==> src/hw/rtl/urf_pkg.sv <==
// shared constants, types and codes for the serial receiver with receive fifo
package urf_pkg;

   // receive fifo geometry
   localparam int DEPTH  = 64;
   localparam int IDX_W  = $clog2(DEPTH);
   localparam int FILL_W = IDX_W + 1;

   // word field widths
   localparam int BYTE_W  = 8;
   localparam int COUNT_W = 6;

   // configuration registers
   localparam int PERIOD_W    = 16;
   localparam int BITS_W      = 4;
   localparam int CSR_IDX_W   = 4;
   localparam int CSR_DATA_W  = 16;

   localparam logic [PERIOD_W-1:0] PERIOD_RESET   = PERIOD_W'(16);
   localparam logic [BITS_W-1:0]   NUM_BITS_RESET = BITS_W'(8);
   localparam logic [BITS_W-1:0]   NUM_BITS_MIN   = BITS_W'(1);
   localparam logic [BITS_W-1:0]   NUM_BITS_MAX   = BITS_W'(BYTE_W);

   localparam logic [CSR_IDX_W-1:0] CSR_BIT_PERIOD = CSR_IDX_W'(0);
   localparam logic [CSR_IDX_W-1:0] CSR_NUM_BITS   = CSR_IDX_W'(1);

   // receiver phases
   typedef enum logic [3:0] {
      PH_IDLE   = 4'b0001,
      PH_CENTER = 4'b0010,
      PH_DATA   = 4'b0100,
      PH_STOP   = 4'b1000
   } rx_phase_type;

   // byte handed from receiver to fifo
   typedef struct packed {
      logic              en;
      logic [BYTE_W-1:0] data;
   } push_type;

   // result fields apart from the popped byte
   typedef struct packed {
      logic               read_valid;
      logic [COUNT_W-1:0] fifo_count;
      logic               overrun_seen;
      logic               receiving;
   } result_type;

endpackage

==> src/hw/rtl/urf_rx.sv <==
// serial frame receiver: start edge, centring wait, lsb-first sampling
module urf_rx
   import urf_pkg::*;
(
   input  logic                clock,
   input  logic                reset,
   input  logic                step,
   input  logic                rx_level,
   input  logic [PERIOD_W-1:0] bit_period,
   input  logic [BITS_W-1:0]   num_bits,
   output push_type            push,
   output logic                receiving
);

   rx_phase_type        phase_ff, phase_in;
   logic                prev_level_ff;
   logic [PERIOD_W-1:0] cycle_count_ff, cycle_count_in;
   logic [BITS_W-1:0]   bits_left_ff, bits_left_in;
   logic [BYTE_W-1:0]   shift_byte_ff, shift_byte_in;

   logic [PERIOD_W-1:0] wait_len;
   logic [PERIOD_W-1:0] count_inc;
   logic                wait_done;
   logic [BITS_W-1:0]   eff_bits;
   logic [BITS_W-1:0]   align_shift;

   always_comb begin
      priority if (num_bits == '0) begin
         eff_bits = NUM_BITS_MIN;
      end else if (num_bits > NUM_BITS_MAX) begin
         eff_bits = NUM_BITS_MAX;
      end else begin
         eff_bits = num_bits;
      end
   end

   // half a bit while centring, a whole bit otherwise
   assign wait_len    = (phase_ff == PH_CENTER) ? (bit_period >> 1) : bit_period;
   assign count_inc   = cycle_count_ff + PERIOD_W'(1);
   assign wait_done   = (count_inc >= wait_len);
   assign align_shift = NUM_BITS_MAX - eff_bits;

   always_comb begin
      phase_in       = phase_ff;
      cycle_count_in = cycle_count_ff;
      bits_left_in   = bits_left_ff;
      shift_byte_in  = shift_byte_ff;
      push.en        = 1'b0;
      unique case (phase_ff)
         PH_IDLE: begin
            if (prev_level_ff && !rx_level) begin
               phase_in       = PH_CENTER;
               cycle_count_in = '0;
               bits_left_in   = eff_bits;
               shift_byte_in  = '0;
            end
         end
         PH_CENTER: begin
            cycle_count_in = wait_done ? '0 : count_inc;
            if (wait_done) begin
               phase_in = PH_DATA;
            end
         end
         PH_DATA: begin
            cycle_count_in = wait_done ? '0 : count_inc;
            if (wait_done) begin
               shift_byte_in = {rx_level, shift_byte_ff[BYTE_W-1:1]};
               bits_left_in  = bits_left_ff - BITS_W'(1);
               if (bits_left_in == '0) begin
                  push.en  = 1'b1;
                  phase_in = PH_STOP;
               end
            end
         end
         PH_STOP: begin
            cycle_count_in = wait_done ? '0 : count_inc;
            if (wait_done) begin
               phase_in = PH_IDLE;
            end
         end
         default: begin
            phase_in = PH_IDLE;
         end
      endcase
      // right-align the byte for short frames
      push.data = shift_byte_in >> align_shift;
   end

   assign receiving = (phase_in != PH_IDLE);

   always_ff @(posedge clock) begin
      if (reset) begin
         phase_ff       <= PH_IDLE;
         prev_level_ff  <= 1'b1;
         cycle_count_ff <= '0;
         bits_left_ff   <= '0;
         shift_byte_ff  <= '0;
      end else if (step) begin
         phase_ff       <= phase_in;
         prev_level_ff  <= rx_level;
         cycle_count_ff <= cycle_count_in;
         bits_left_ff   <= bits_left_in;
         shift_byte_ff  <= shift_byte_in;
      end
   end

endmodule

==> src/hw/rtl/urf_fifo.sv <==
// receive ring fifo with registered read port and sticky overrun flag
module urf_fifo
   import urf_pkg::*;
(
   input  logic               clock,
   input  logic               reset,
   input  logic               step,
   input  logic               pop_request,
   input  logic               clear_overrun,
   input  push_type           push,
   output logic               read_valid,
   output logic [BYTE_W-1:0]  rd_data,
   output logic [COUNT_W-1:0] fifo_count,
   output logic               overrun_seen
);

   logic [BYTE_W-1:0] mem [DEPTH];
   logic [BYTE_W-1:0] rd_data_ff;
   logic [IDX_W-1:0]  rd_idx_ff, rd_idx_in;
   logic [IDX_W-1:0]  wr_idx_ff, wr_idx_in;
   logic [IDX_W-1:0]  wr_next;
   logic              overrun_ff, overrun_in;
   logic              push_ok;
   logic              overflow;
   logic [FILL_W-1:0] fill;

   function automatic logic [IDX_W-1:0] idx_inc(input logic [IDX_W-1:0] idx);
      return (idx == IDX_W'(DEPTH - 1)) ? '0 : idx + IDX_W'(1);
   endfunction

   // pop is served before the receiver pushes in the same tick
   assign read_valid = pop_request && (rd_idx_ff != wr_idx_ff);
   assign rd_idx_in  = read_valid ? idx_inc(rd_idx_ff) : rd_idx_ff;
   assign wr_next    = idx_inc(wr_idx_ff);
   assign push_ok    = push.en && (wr_next != rd_idx_in);
   assign overflow   = push.en && !push_ok;
   assign wr_idx_in  = push_ok ? wr_next : wr_idx_ff;

   // clear first, so an overrun in the same tick still sticks
   assign overrun_in   = (overrun_ff && !clear_overrun) || overflow;
   assign overrun_seen = overrun_ff;

   assign fill = (wr_idx_in >= rd_idx_in)
      ? FILL_W'(wr_idx_in) - FILL_W'(rd_idx_in)
      : FILL_W'(wr_idx_in) + FILL_W'(DEPTH) - FILL_W'(rd_idx_in);
   assign fifo_count = COUNT_W'(fill);
   assign rd_data    = rd_data_ff;

   always_ff @(posedge clock) begin
      if (step && push_ok) begin
         mem[wr_idx_ff] <= push.data;
      end
      if (step) begin
         rd_data_ff <= mem[rd_idx_ff];
      end
   end

   always_ff @(posedge clock) begin
      if (reset) begin
         rd_idx_ff  <= '0;
         wr_idx_ff  <= '0;
         overrun_ff <= 1'b0;
      end else if (step) begin
         rd_idx_ff  <= rd_idx_in;
         wr_idx_ff  <= wr_idx_in;
         overrun_ff <= overrun_in;
      end
   end

endmodule

==> src/hw/rtl/urf_out.sv <==
// result stage plus output register, so a new word is taken while one waits
module urf_out
   import urf_pkg::*;
(
   input  logic               clock,
   input  logic               reset,
   input  logic               step,
   input  result_type         res_in,
   input  logic [BYTE_W-1:0]  rd_data,
   input  logic               rsp_stall,
   output logic               up_stall,
   output logic               rsp_valid,
   output result_type         rsp_res,
   output logic [BYTE_W-1:0]  rsp_read_data
);

   logic              res_valid_ff, res_valid_in;
   result_type        res_ff;
   logic              out_valid_ff, out_valid_in;
   result_type        out_ff;
   logic [BYTE_W-1:0] out_data_ff;
   logic              res_move;

   assign res_move     = res_valid_ff && (!out_valid_ff || !rsp_stall);
   assign res_valid_in = step || (res_valid_ff && !res_move);
   assign out_valid_in = res_move || (out_valid_ff && rsp_stall);
   assign up_stall     = res_valid_ff && !res_move;

   always_ff @(posedge clock) begin
      if (reset) begin
         res_valid_ff <= 1'b0;
         out_valid_ff <= 1'b0;
      end else begin
         res_valid_ff <= res_valid_in;
         out_valid_ff <= out_valid_in;
      end
   end

   always_ff @(posedge clock) begin
      if (step) begin
         res_ff <= res_in;
      end
      if (res_move) begin
         out_ff      <= res_ff;
         out_data_ff <= res_ff.read_valid ? rd_data : '0;
      end
   end

   assign rsp_valid     = out_valid_ff;
   assign rsp_res       = out_ff;
   assign rsp_read_data = out_data_ff;

endmodule

==> src/hw/rtl/uart_receiver_with_fifo.sv <==
// an accepted word is held in the result register, then in the output register that drives the result word
// throughput: one word per cycle while req_stall stays low, set by the receiver step and fifo port
// two result words can wait inside; with both held, rsp_stall stalls req in the same cycle
// reset (synchronous, active high): line idle, receiver armed, fifo empty, overrun clear,
// bit_period 16 and eight data bits; fifo contents are left as they are
module uart_receiver_with_fifo
   import urf_pkg::*;
(
   input  logic                  clock,
   input  logic                  reset,
   // input words, one per receive-line tick
   input  logic                  req_valid,
   output logic                  req_stall,
   input  logic                  req_rx_level,
   input  logic                  req_pop_request,
   input  logic                  req_clear_overrun,
   // result words
   output logic                  rsp_valid,
   input  logic                  rsp_stall,
   output logic                  rsp_read_valid,
   output logic [BYTE_W-1:0]     rsp_read_data,
   output logic [COUNT_W-1:0]    rsp_fifo_count,
   output logic                  rsp_overrun_seen,
   output logic                  rsp_receiving,
   // configuration writes
   input  logic                  csr_valid,
   output logic                  csr_ready,
   input  logic [CSR_IDX_W-1:0]  csr_index,
   input  logic [CSR_DATA_W-1:0] csr_data
);

   logic                step;
   logic [PERIOD_W-1:0] bit_period_ff;
   logic [BITS_W-1:0]   num_bits_ff;
   push_type            push;
   logic                receiving;
   logic                read_valid;
   logic [BYTE_W-1:0]   rd_data;
   logic [COUNT_W-1:0]  fifo_count;
   logic                overrun_seen;
   result_type          res_in;
   result_type          rsp_res;

   // a word is taken whenever the result stage has room
   assign step = req_valid && !req_stall;

   // configuration writes are always taken; unknown indexes fall through
   assign csr_ready = 1'b1;

   always_ff @(posedge clock) begin
      if (reset) begin
         bit_period_ff <= PERIOD_RESET;
         num_bits_ff   <= NUM_BITS_RESET;
      end else if (csr_valid && csr_ready) begin
         if (csr_index == CSR_BIT_PERIOD) begin
            bit_period_ff <= csr_data[PERIOD_W-1:0];
         end
         if (csr_index == CSR_NUM_BITS) begin
            num_bits_ff <= csr_data[BITS_W-1:0];
         end
      end
   end

   // receiver: edge detect, centring, sampling and stop wait
   urf_rx u_rx (
      .clock      (clock),
      .reset      (reset),
      .step       (step),
      .rx_level   (req_rx_level),
      .bit_period (bit_period_ff),
      .num_bits   (num_bits_ff),
      .push       (push),
      .receiving  (receiving)
   );

   // ring fifo; pop is served before the push of the same tick
   urf_fifo u_fifo (
      .clock         (clock),
      .reset         (reset),
      .step          (step),
      .pop_request   (req_pop_request),
      .clear_overrun (req_clear_overrun),
      .push          (push),
      .read_valid    (read_valid),
      .rd_data       (rd_data),
      .fifo_count    (fifo_count),
      .overrun_seen  (overrun_seen)
   );

   always_comb begin
      res_in.read_valid   = read_valid;
      res_in.fifo_count   = fifo_count;
      res_in.overrun_seen = overrun_seen;
      res_in.receiving    = receiving;
   end

   // result register and output register; popped byte joins from the fifo read port
   urf_out u_out (
      .clock         (clock),
      .reset         (reset),
      .step          (step),
      .res_in        (res_in),
      .rd_data       (rd_data),
      .rsp_stall     (rsp_stall),
      .up_stall      (req_stall),
      .rsp_valid     (rsp_valid),
      .rsp_res       (rsp_res),
      .rsp_read_data (rsp_read_data)
   );

   assign rsp_read_valid   = rsp_res.read_valid;
   assign rsp_fifo_count   = rsp_res.fifo_count;
   assign rsp_overrun_seen = rsp_res.overrun_seen;
   assign rsp_receiving    = rsp_res.receiving;

endmodule

==> config.mk <==
export PLATFORM = sky130hd
export DESIGN_NAME = uart_receiver_with_fifo
export DESIGN_NICKNAME = d
export VERILOG_FILES = /design/src/hw/rtl/urf_pkg.sv /design/src/hw/rtl/urf_rx.sv /design/src/hw/rtl/urf_fifo.sv /design/src/hw/rtl/urf_out.sv /design/src/hw/rtl/uart_receiver_with_fifo.sv
export SDC_FILE = /design/constraint.sdc
export NUM_CORES = 1
export LEC_CHECK = 0
export BUFFER_PORTS_ARGS = -buffer_cell sky130_fd_sc_hd__buf_2
export CAP_MARGIN = 0
export CORE_ASPECT_RATIO = 0.75
export CORE_MARGIN = 1.5
export CORE_UTILIZATION = 25
export DETAILED_ROUTE_END_ITERATION = 7
export PLACE_DENSITY_LB_ADDON = 0.12
export RECOVER_POWER = 50
export SYNTH_ARGS = -nofsm -noshare
export SYNTH_HDL_FRONTEND = slang
export SYNTH_SLANG_ARGS = --single-unit
==> constraint.sdc <==
create_clock -name clock -period 12.4 [get_ports clock]
set_clock_uncertainty 0.2 [all_clocks]
set_input_delay 1.86 -clock clock [delete_from_list [all_inputs] [get_ports clock]]
set_output_delay 1.86 -clock clock [all_outputs]
set_load 0.02 [all_outputs]
==> run summary, run 1 <==
DIE HEIGHT = 281.5 um
Leak = 9.332 nW
sequential area share after synthesis = 68.71%
hold buffers post-CTS = 0
CTS Sinks = 614
Worst Hold Class = flop to flop
number of enable flip-flop cells after synthesis = 546
critical setup path kind = flop to flop
std cell rows = 101
synthesized area per cell = 15.04 um2
RSZ-0062 raised after global routing = false
largest net degree at the start of global routing = 69
Power, Total = 4.483 mW
post-CTS sizing = 0
Post-CTS Setup Bufs = 0
Adder-Cell Fraction of Synth Area = 1.385%
Synth warnings = 0
Clock Latency Late Sink = 0.62 ns
ant diodes = 0
fin nets = 1820
vias in the first global route = 14850
Main synth FF type = edfxtp_1
Slew HR = -156.4%
main combinational cell family by area after synthesis = multiplexers
DIE AREA = 105300 um2
mean routed wirelength per cell = 23.02 um
Yosys reg bits = 614
core box area = 101900 um2
CTS tree = done
Vias = 14720
# DRC = 0
Pwr Density = 150.8 nW/um2
Worst EP arrival = 8.34 ns
drt first pass iters = 5
grt total ovfl = 0
CTS root buf = clkbuf_16
Vias/cell = 4.667
Final HPWL DP = 44700 um
CP startpoint kind = flop
Syn Nets = 1774
status = finished, violations left
Mapped Cells = 1718
htree depth = 3
post-synthesis mux area share = 12.45%
Hold Fails Final Rpt = 0
I/O pin cnt = 48
area leader, netlist = edfxtp_1
f_max = 115.1 MHz
simple-gate share of the synthesized area = 6.952%
clock transition at the registers of the reported paths = 0.06 ns
compound-gate portion of the synthesized area = 7.165%
Crit path required time = 12.05 ns
routed wire length = 72630 um
Layout area overhead = 15.07%
final period utilization = 70.07%
Synth area leaders = edfxtp_1 (63%), mux4_2 (6.3%), mux2i_1 (6.0%)
Post-Synthesis Cell Area = 25840 um2
Routability Congestion = 0.7591
Worst Hold Slack = 0.2173 ns
Num CTS Buffers = 71
final critical-path required period = 8.688 ns
most common library cells after synthesis = edfxtp_1 (546), nor2_1 (183), mux2i_1 (156)
initial antenna violation count = 5
setup tns final = 0 ns
setup slack at placement = 6.338 ns
post-synth cell types = 76
worst-path fanout max = 64
Max Cap Viol = 12
clk buf depth = 3
share of layout cells above drive strength 1 = 12.33%
ys async rst share = 0%
failing checks = max-capacitance violations, max-slew violations
Port-buffer cells = 46
Synth Area in XOR/XNOR = 1.448%
Worst VDD drop = 0.00007536 V
first-pass GRT wire length = 105900 um
type of destination of the critical path = flop
Initial Utilization = 25.37%
Final ANT Viol Nets = 0
top-count cell post-synth = edfxtp_1
Die X = 374.3 um
All-Layer GR Usage = 13.78%
Slew @ Worst Pin = 3.846 ns
top cell type's share of synthesized area = 63.44%
initial DRC count = 1101
# setup viols final = 0
max-slew violations = 573
final worst slack = 3.712 ns
[sequential cells by signal, indices dropped and copies added (netlist names), 8 cells and up]
signal,cells
u_fifo.mem,512
bit_period_ff,16
u_rx.cycle_count_ff,16
u_out.res_ff,9
u_out.rsp_res,9
u_fifo.rd_data,8
u_out.rsp_read_data,8
u_rx.shift_byte_ff,8
[metrics by stage]
step	instance area [um2]	instances	utilization, %
detailed placement	27710	3030	27.21
floorplan	25840	1718	-
global route	29740	3155	29.20
global placement	27710	3030	27.21
CTS	29910	3155	29.37
finish	29740	3155	29.20
[final timing paths]
path | from | endpoint | slack [ns] | cells after the start
max | u_rx.phase_ff[2] | u_fifo.mem[29][5] | 3.71 | 14
min | u_out.res_ff[3] | u_out.rsp_res[3] | 0.22 | 0
max reg2reg | u_rx.phase_ff[2] | u_fifo.mem[29][5] | 3.71 | 14
min reg2reg | u_out.res_ff[3] | u_out.rsp_res[3] | 0.22 | 0
[final cells by class]
class,instances,area [um2]
multi-input combinational,979,7645
inverter,21,78.83
clock buffer,99,1988
sequential,614,17770
clock inverter,26,215.2
fill,10200,72120
tap,1339,1675
timing repair buffer,77,370.4
[cell families (layout without fill, tap and decap cells)]
group,count (synthesis),after routing
compound gates,279,279
xor+xnor,41,41
fa+ha+maj,28,28
buf+inv,125,223
flops,614,614
mux,231,231
other cells,1,1
simple gates,399,399
[per-layer routing]
metal	GRT usage, %	part of all wire [%]	vias to the layer above	routed length [um]
met5	0	0	-	0
met4	3.606	2.2	0	1589
met3	2.452	3.8	96	2770
met2	20.31	43	268	31340
met1	20.68	51	7590	36930
li1	-	-	6769	-
[cells in the final DEF, fill, tap and decap left out, types with 33 or more instances in the layout]
master / instances
o221ai_1: 33
nand2_1: 99
o22ai_1: 35
a21oi_1: 74
edfxtp_1: 546
mux4_2: 72
dfxtp_1: 65
clkbuf_1: 61
clkbuf_16: 76
mux2i_1: 154
o21ai_0: 52
nor2_1: 183
[critical path: stages, from the launching register on]
cell and delay, ns:
dfxtp_1 0.40, nor4b_1 0.31, clkbuf_1 0.84, mux2_2 0.42, ha_1 0.26, nand2b_1 0.14, a2111oi_0 0.87, nor3_1 0.23
o31ai_1 0.26, clkbuf_1 0.32, o211a_1 0.33, a221o_1 0.25, nor2_1 0.09, a211oi_4 0.22, clkbuf_1 2.72
[report_power, final]
group          internal (mW)  switching [mW]
registers               2.25          0.0161
logic                 0.0796           0.121
clock network           1.18           0.840
total                   3.51           0.977
(Power assumes the default switching activity.)
==> run 2, diff against run 1 <==
Settings changed: ABC_AREA from default to 1.
Clock period 12.4 ns to 7.43 ns, I/O delays scaled along.
==> run summary, run 2 <==
f_max = 159.2 MHz
Comb pwr share = 10.6%
most common cell type on the critical path = nand3_1
RSZ-0062 raised after global routing = false
CTS Sinks = 614
Largest regs = u_fifo.mem x512, bit_period_ff x16, u_rx.cycle_count_ff x16
sw frac = 25.94%
most frequent cells in the layout = edfxtp_1 (546), nor2_1 (420), o21ai_0 (350)
grt total ovfl = 0
htree depth = 3
Final HPWL DP = 52450 um
Synth area leaders = edfxtp_1 (62%), o21ai_0 (6.7%), nor2_1 (6.0%)
Yosys reg bits = 614
status = finished, violations left
crit-path max cell delay = 0.78 ns
drt first pass iters = 5
setup tns final = 0 ns
All-Layer GR Usage = 15.23%
Synth warnings = 0
final critical-path required period = 6.281 ns
register share of total power = 47.5%
fin nets = 2477
worst path cell trace = inv_1, nor4_1, nand3_1, nor4_1, nand3_1, xnor2_1, ha_1, nand2_1, nor3_1, nand3_1, nand3_1, nand3_1, nor2_4, nand2_1, nor2_8, nand3_4, nor2_1
std cell rows = 103
commonest non-fill, non-tap cell in the layout = edfxtp_1
Internal Power = 6.082 mW
Psw = 2.130 mW
sequential area share after synthesis = 67.27%
Post-Synthesis Cell Area = 26400 um2
Slew HR = -92.04%
Top delay family on crit path = simple AND/OR/NAND/NOR gates
CP startpoint kind = flop
Num CTS Buffers = 67
CTS tree = done
share of layout cells above drive strength 1 = 8.185%
routed wire length = 82510 um
Slew @ Worst Pin = 2.881 ns
Initial Utilization = 25.16%
ys async rst share = 0%
critical setup path kind = flop to flop
Leak = 10.30 nW
type of destination of the critical path = flop
Final ANT Viol Nets = 0
Max stage delay cell, worst path = nor2_1
DIE HEIGHT = 284.4 um
worst-path fanout max = 14
core box area = 104900 um2
Worst VDD drop = 0.0001448 V
Vias/cell = 4.691
Crit path required time = 7.46 ns
failing checks = max-capacitance violations, max-slew violations
# setup viols final = 0
clock transition at the registers of the reported paths = 0.06 ns
Clock Latency Late Sink = 0.62 ns
I/O pin cnt = 48
vias in the first global route = 17510
hold buffers post-CTS = 0
max-slew violations = 199
Hold Fails Final Rpt = 0
# DRC = 0
most common library cells after synthesis = edfxtp_1 (546), nor2_1 (423), o21ai_0 (351)
DIE AREA = 107600 um2
max FFs per register = 512
area leader, netlist = edfxtp_1
clk buf depth = 3
Main synth FF type = edfxtp_1
Syn Nets = 2465
number of enable flip-flop cells after synthesis = 546
top-count cell post-synth = edfxtp_1
Worst EP arrival = 6.31 ns
initial antenna violation count = 7
Pwr Density = 270.8 nW/um2
CTS root buf = clkbuf_16
synthesized area per cell = 10.96 um2
Max Cap Viol = 6
Vias = 18240
largest register by flop count = u_fifo.mem
initial DRC count = 1325
Bufs and invs on worst path = 1
post-synth cell types = 47
Worst Hold Slack = 0.2259 ns
post-CTS sizing = 0
Port-buffer cells = 46
clock share of power = 41.9%
largest net degree at the start of global routing = 141
Routability Congestion = 0.7933
Mapped Cells = 2409
final period utilization = 84.54%
Die X = 378.2 um
first-pass GRT wire length = 121100 um
top cell type's share of synthesized area = 62.12%
Layout area overhead = 14.87%
mean routed wirelength per cell = 21.22 um
Post-CTS Setup Bufs = 0
Worst Hold Class = flop to flop
==> run 2: cell count changes in the layout (fill, tap and decap cells not counted), moves of 22 or more <==
cell,before,now
inv_1,19,123
nor2_1,183,420
o21ai_0,52,350
nand2_1,99,275
nand3_1,22,76
mux2i_1,154,0
o22ai_1,35,110
a22oi_1,24,2
o221ai_1,33,8
mux4_2,72,0
a21oi_1,74,119
clkbuf_1,61,35
==> run 2: cell families after synthesis <==
group / share of synthesized area, %
and+or+nand+nor: 13.70
DFF: 67.27
xor gates and xnor gates: 0.7632
buffers and inverters: 4.048
AOI/OAI and AO/OA: 12.84
other: 0.01421
adders and majority gates: 1.356
==> run 2: final timing paths <==
path	slack [ns]	endpoint	start	cells after the start
worst min register to register	0.23	u_out.rsp_res[4]	u_out.res_ff[4]	0
worst max-delay path	1.15	u_fifo.mem[19][1]	u_rx.cycle_count_ff[0]	17
worst max register to register	1.15	u_fifo.mem[19][1]	u_rx.cycle_count_ff[0]	17
worst min-delay path	0.23	u_out.rsp_res[4]	u_out.res_ff[4]	0
==> run 2: metrics by stage <==
step / instances / setup slack, ns / util (%) / power (mW) / instance area [um2]
2_1_floorplan: 2409 / 0.7226 / - / 4.467 / 26400
3_3_place_gp: 3769 / 1.740 / 26.89 / 4.860 / 28210
3_5_place_dp: 3769 / 1.647 / 26.89 / 4.854 / 28210
4_1_cts: 3885 / 1.611 / 29.00 / 8.317 / 30420
5_1_grt: 3885 / 0.5369 / 28.89 / 8.523 / 30310
6_report: 3889 / 1.149 / 28.90 / 8.212 / 30320
==> run 2: metal layers <==
metal	vias up	share of wire, %	GRT usage (%)
met4	6	1.9	4.036
met3	101	5.6	3.249
met2	441	41	21.18
met5	-	0.050	0
met1	9089	51	23.47
li1	8606	-	-
==> run 2: cell type report <==
class,instances,area (um2)
clock inverters,38,449.2
repair buffers,85,483.0
well taps,1417,1773
inverters,131,504.2
clock buffers,78,1760
flip-flops and latches,614,17770
diodes,4,10.01
multi-input cells,1522,7575
fillers,10860,74580
==> run 2: power groups by stage <==
stage	Clock [mW]	Sequential [mW]	Combinational, mW
final	3.44	3.90	0.869
after global routing	3.66	3.91	0.955
after CTS	3.53	3.90	0.882
after detailed placement	0	3.97	0.880
after global placement	0	3.97	0.886
after floorplan	0	3.96	0.504
==> run 2: worst reg2reg max path, stage by stage (launching register included) <==
cell,delay [ns]
dfxtp_1,0.38
inv_1,0.09
nor4_1,0.46
nand3_1,0.22
nor4_1,0.39
nand3_1,0.15
xnor2_1,0.18
ha_1,0.30
nand2_1,0.08
nor3_1,0.25
nand3_1,0.27
nand3_1,0.49
nand3_1,0.28
nor2_4,0.29
nand2_1,0.33
nor2_8,0.37
nand3_4,0.36
nor2_1,0.80
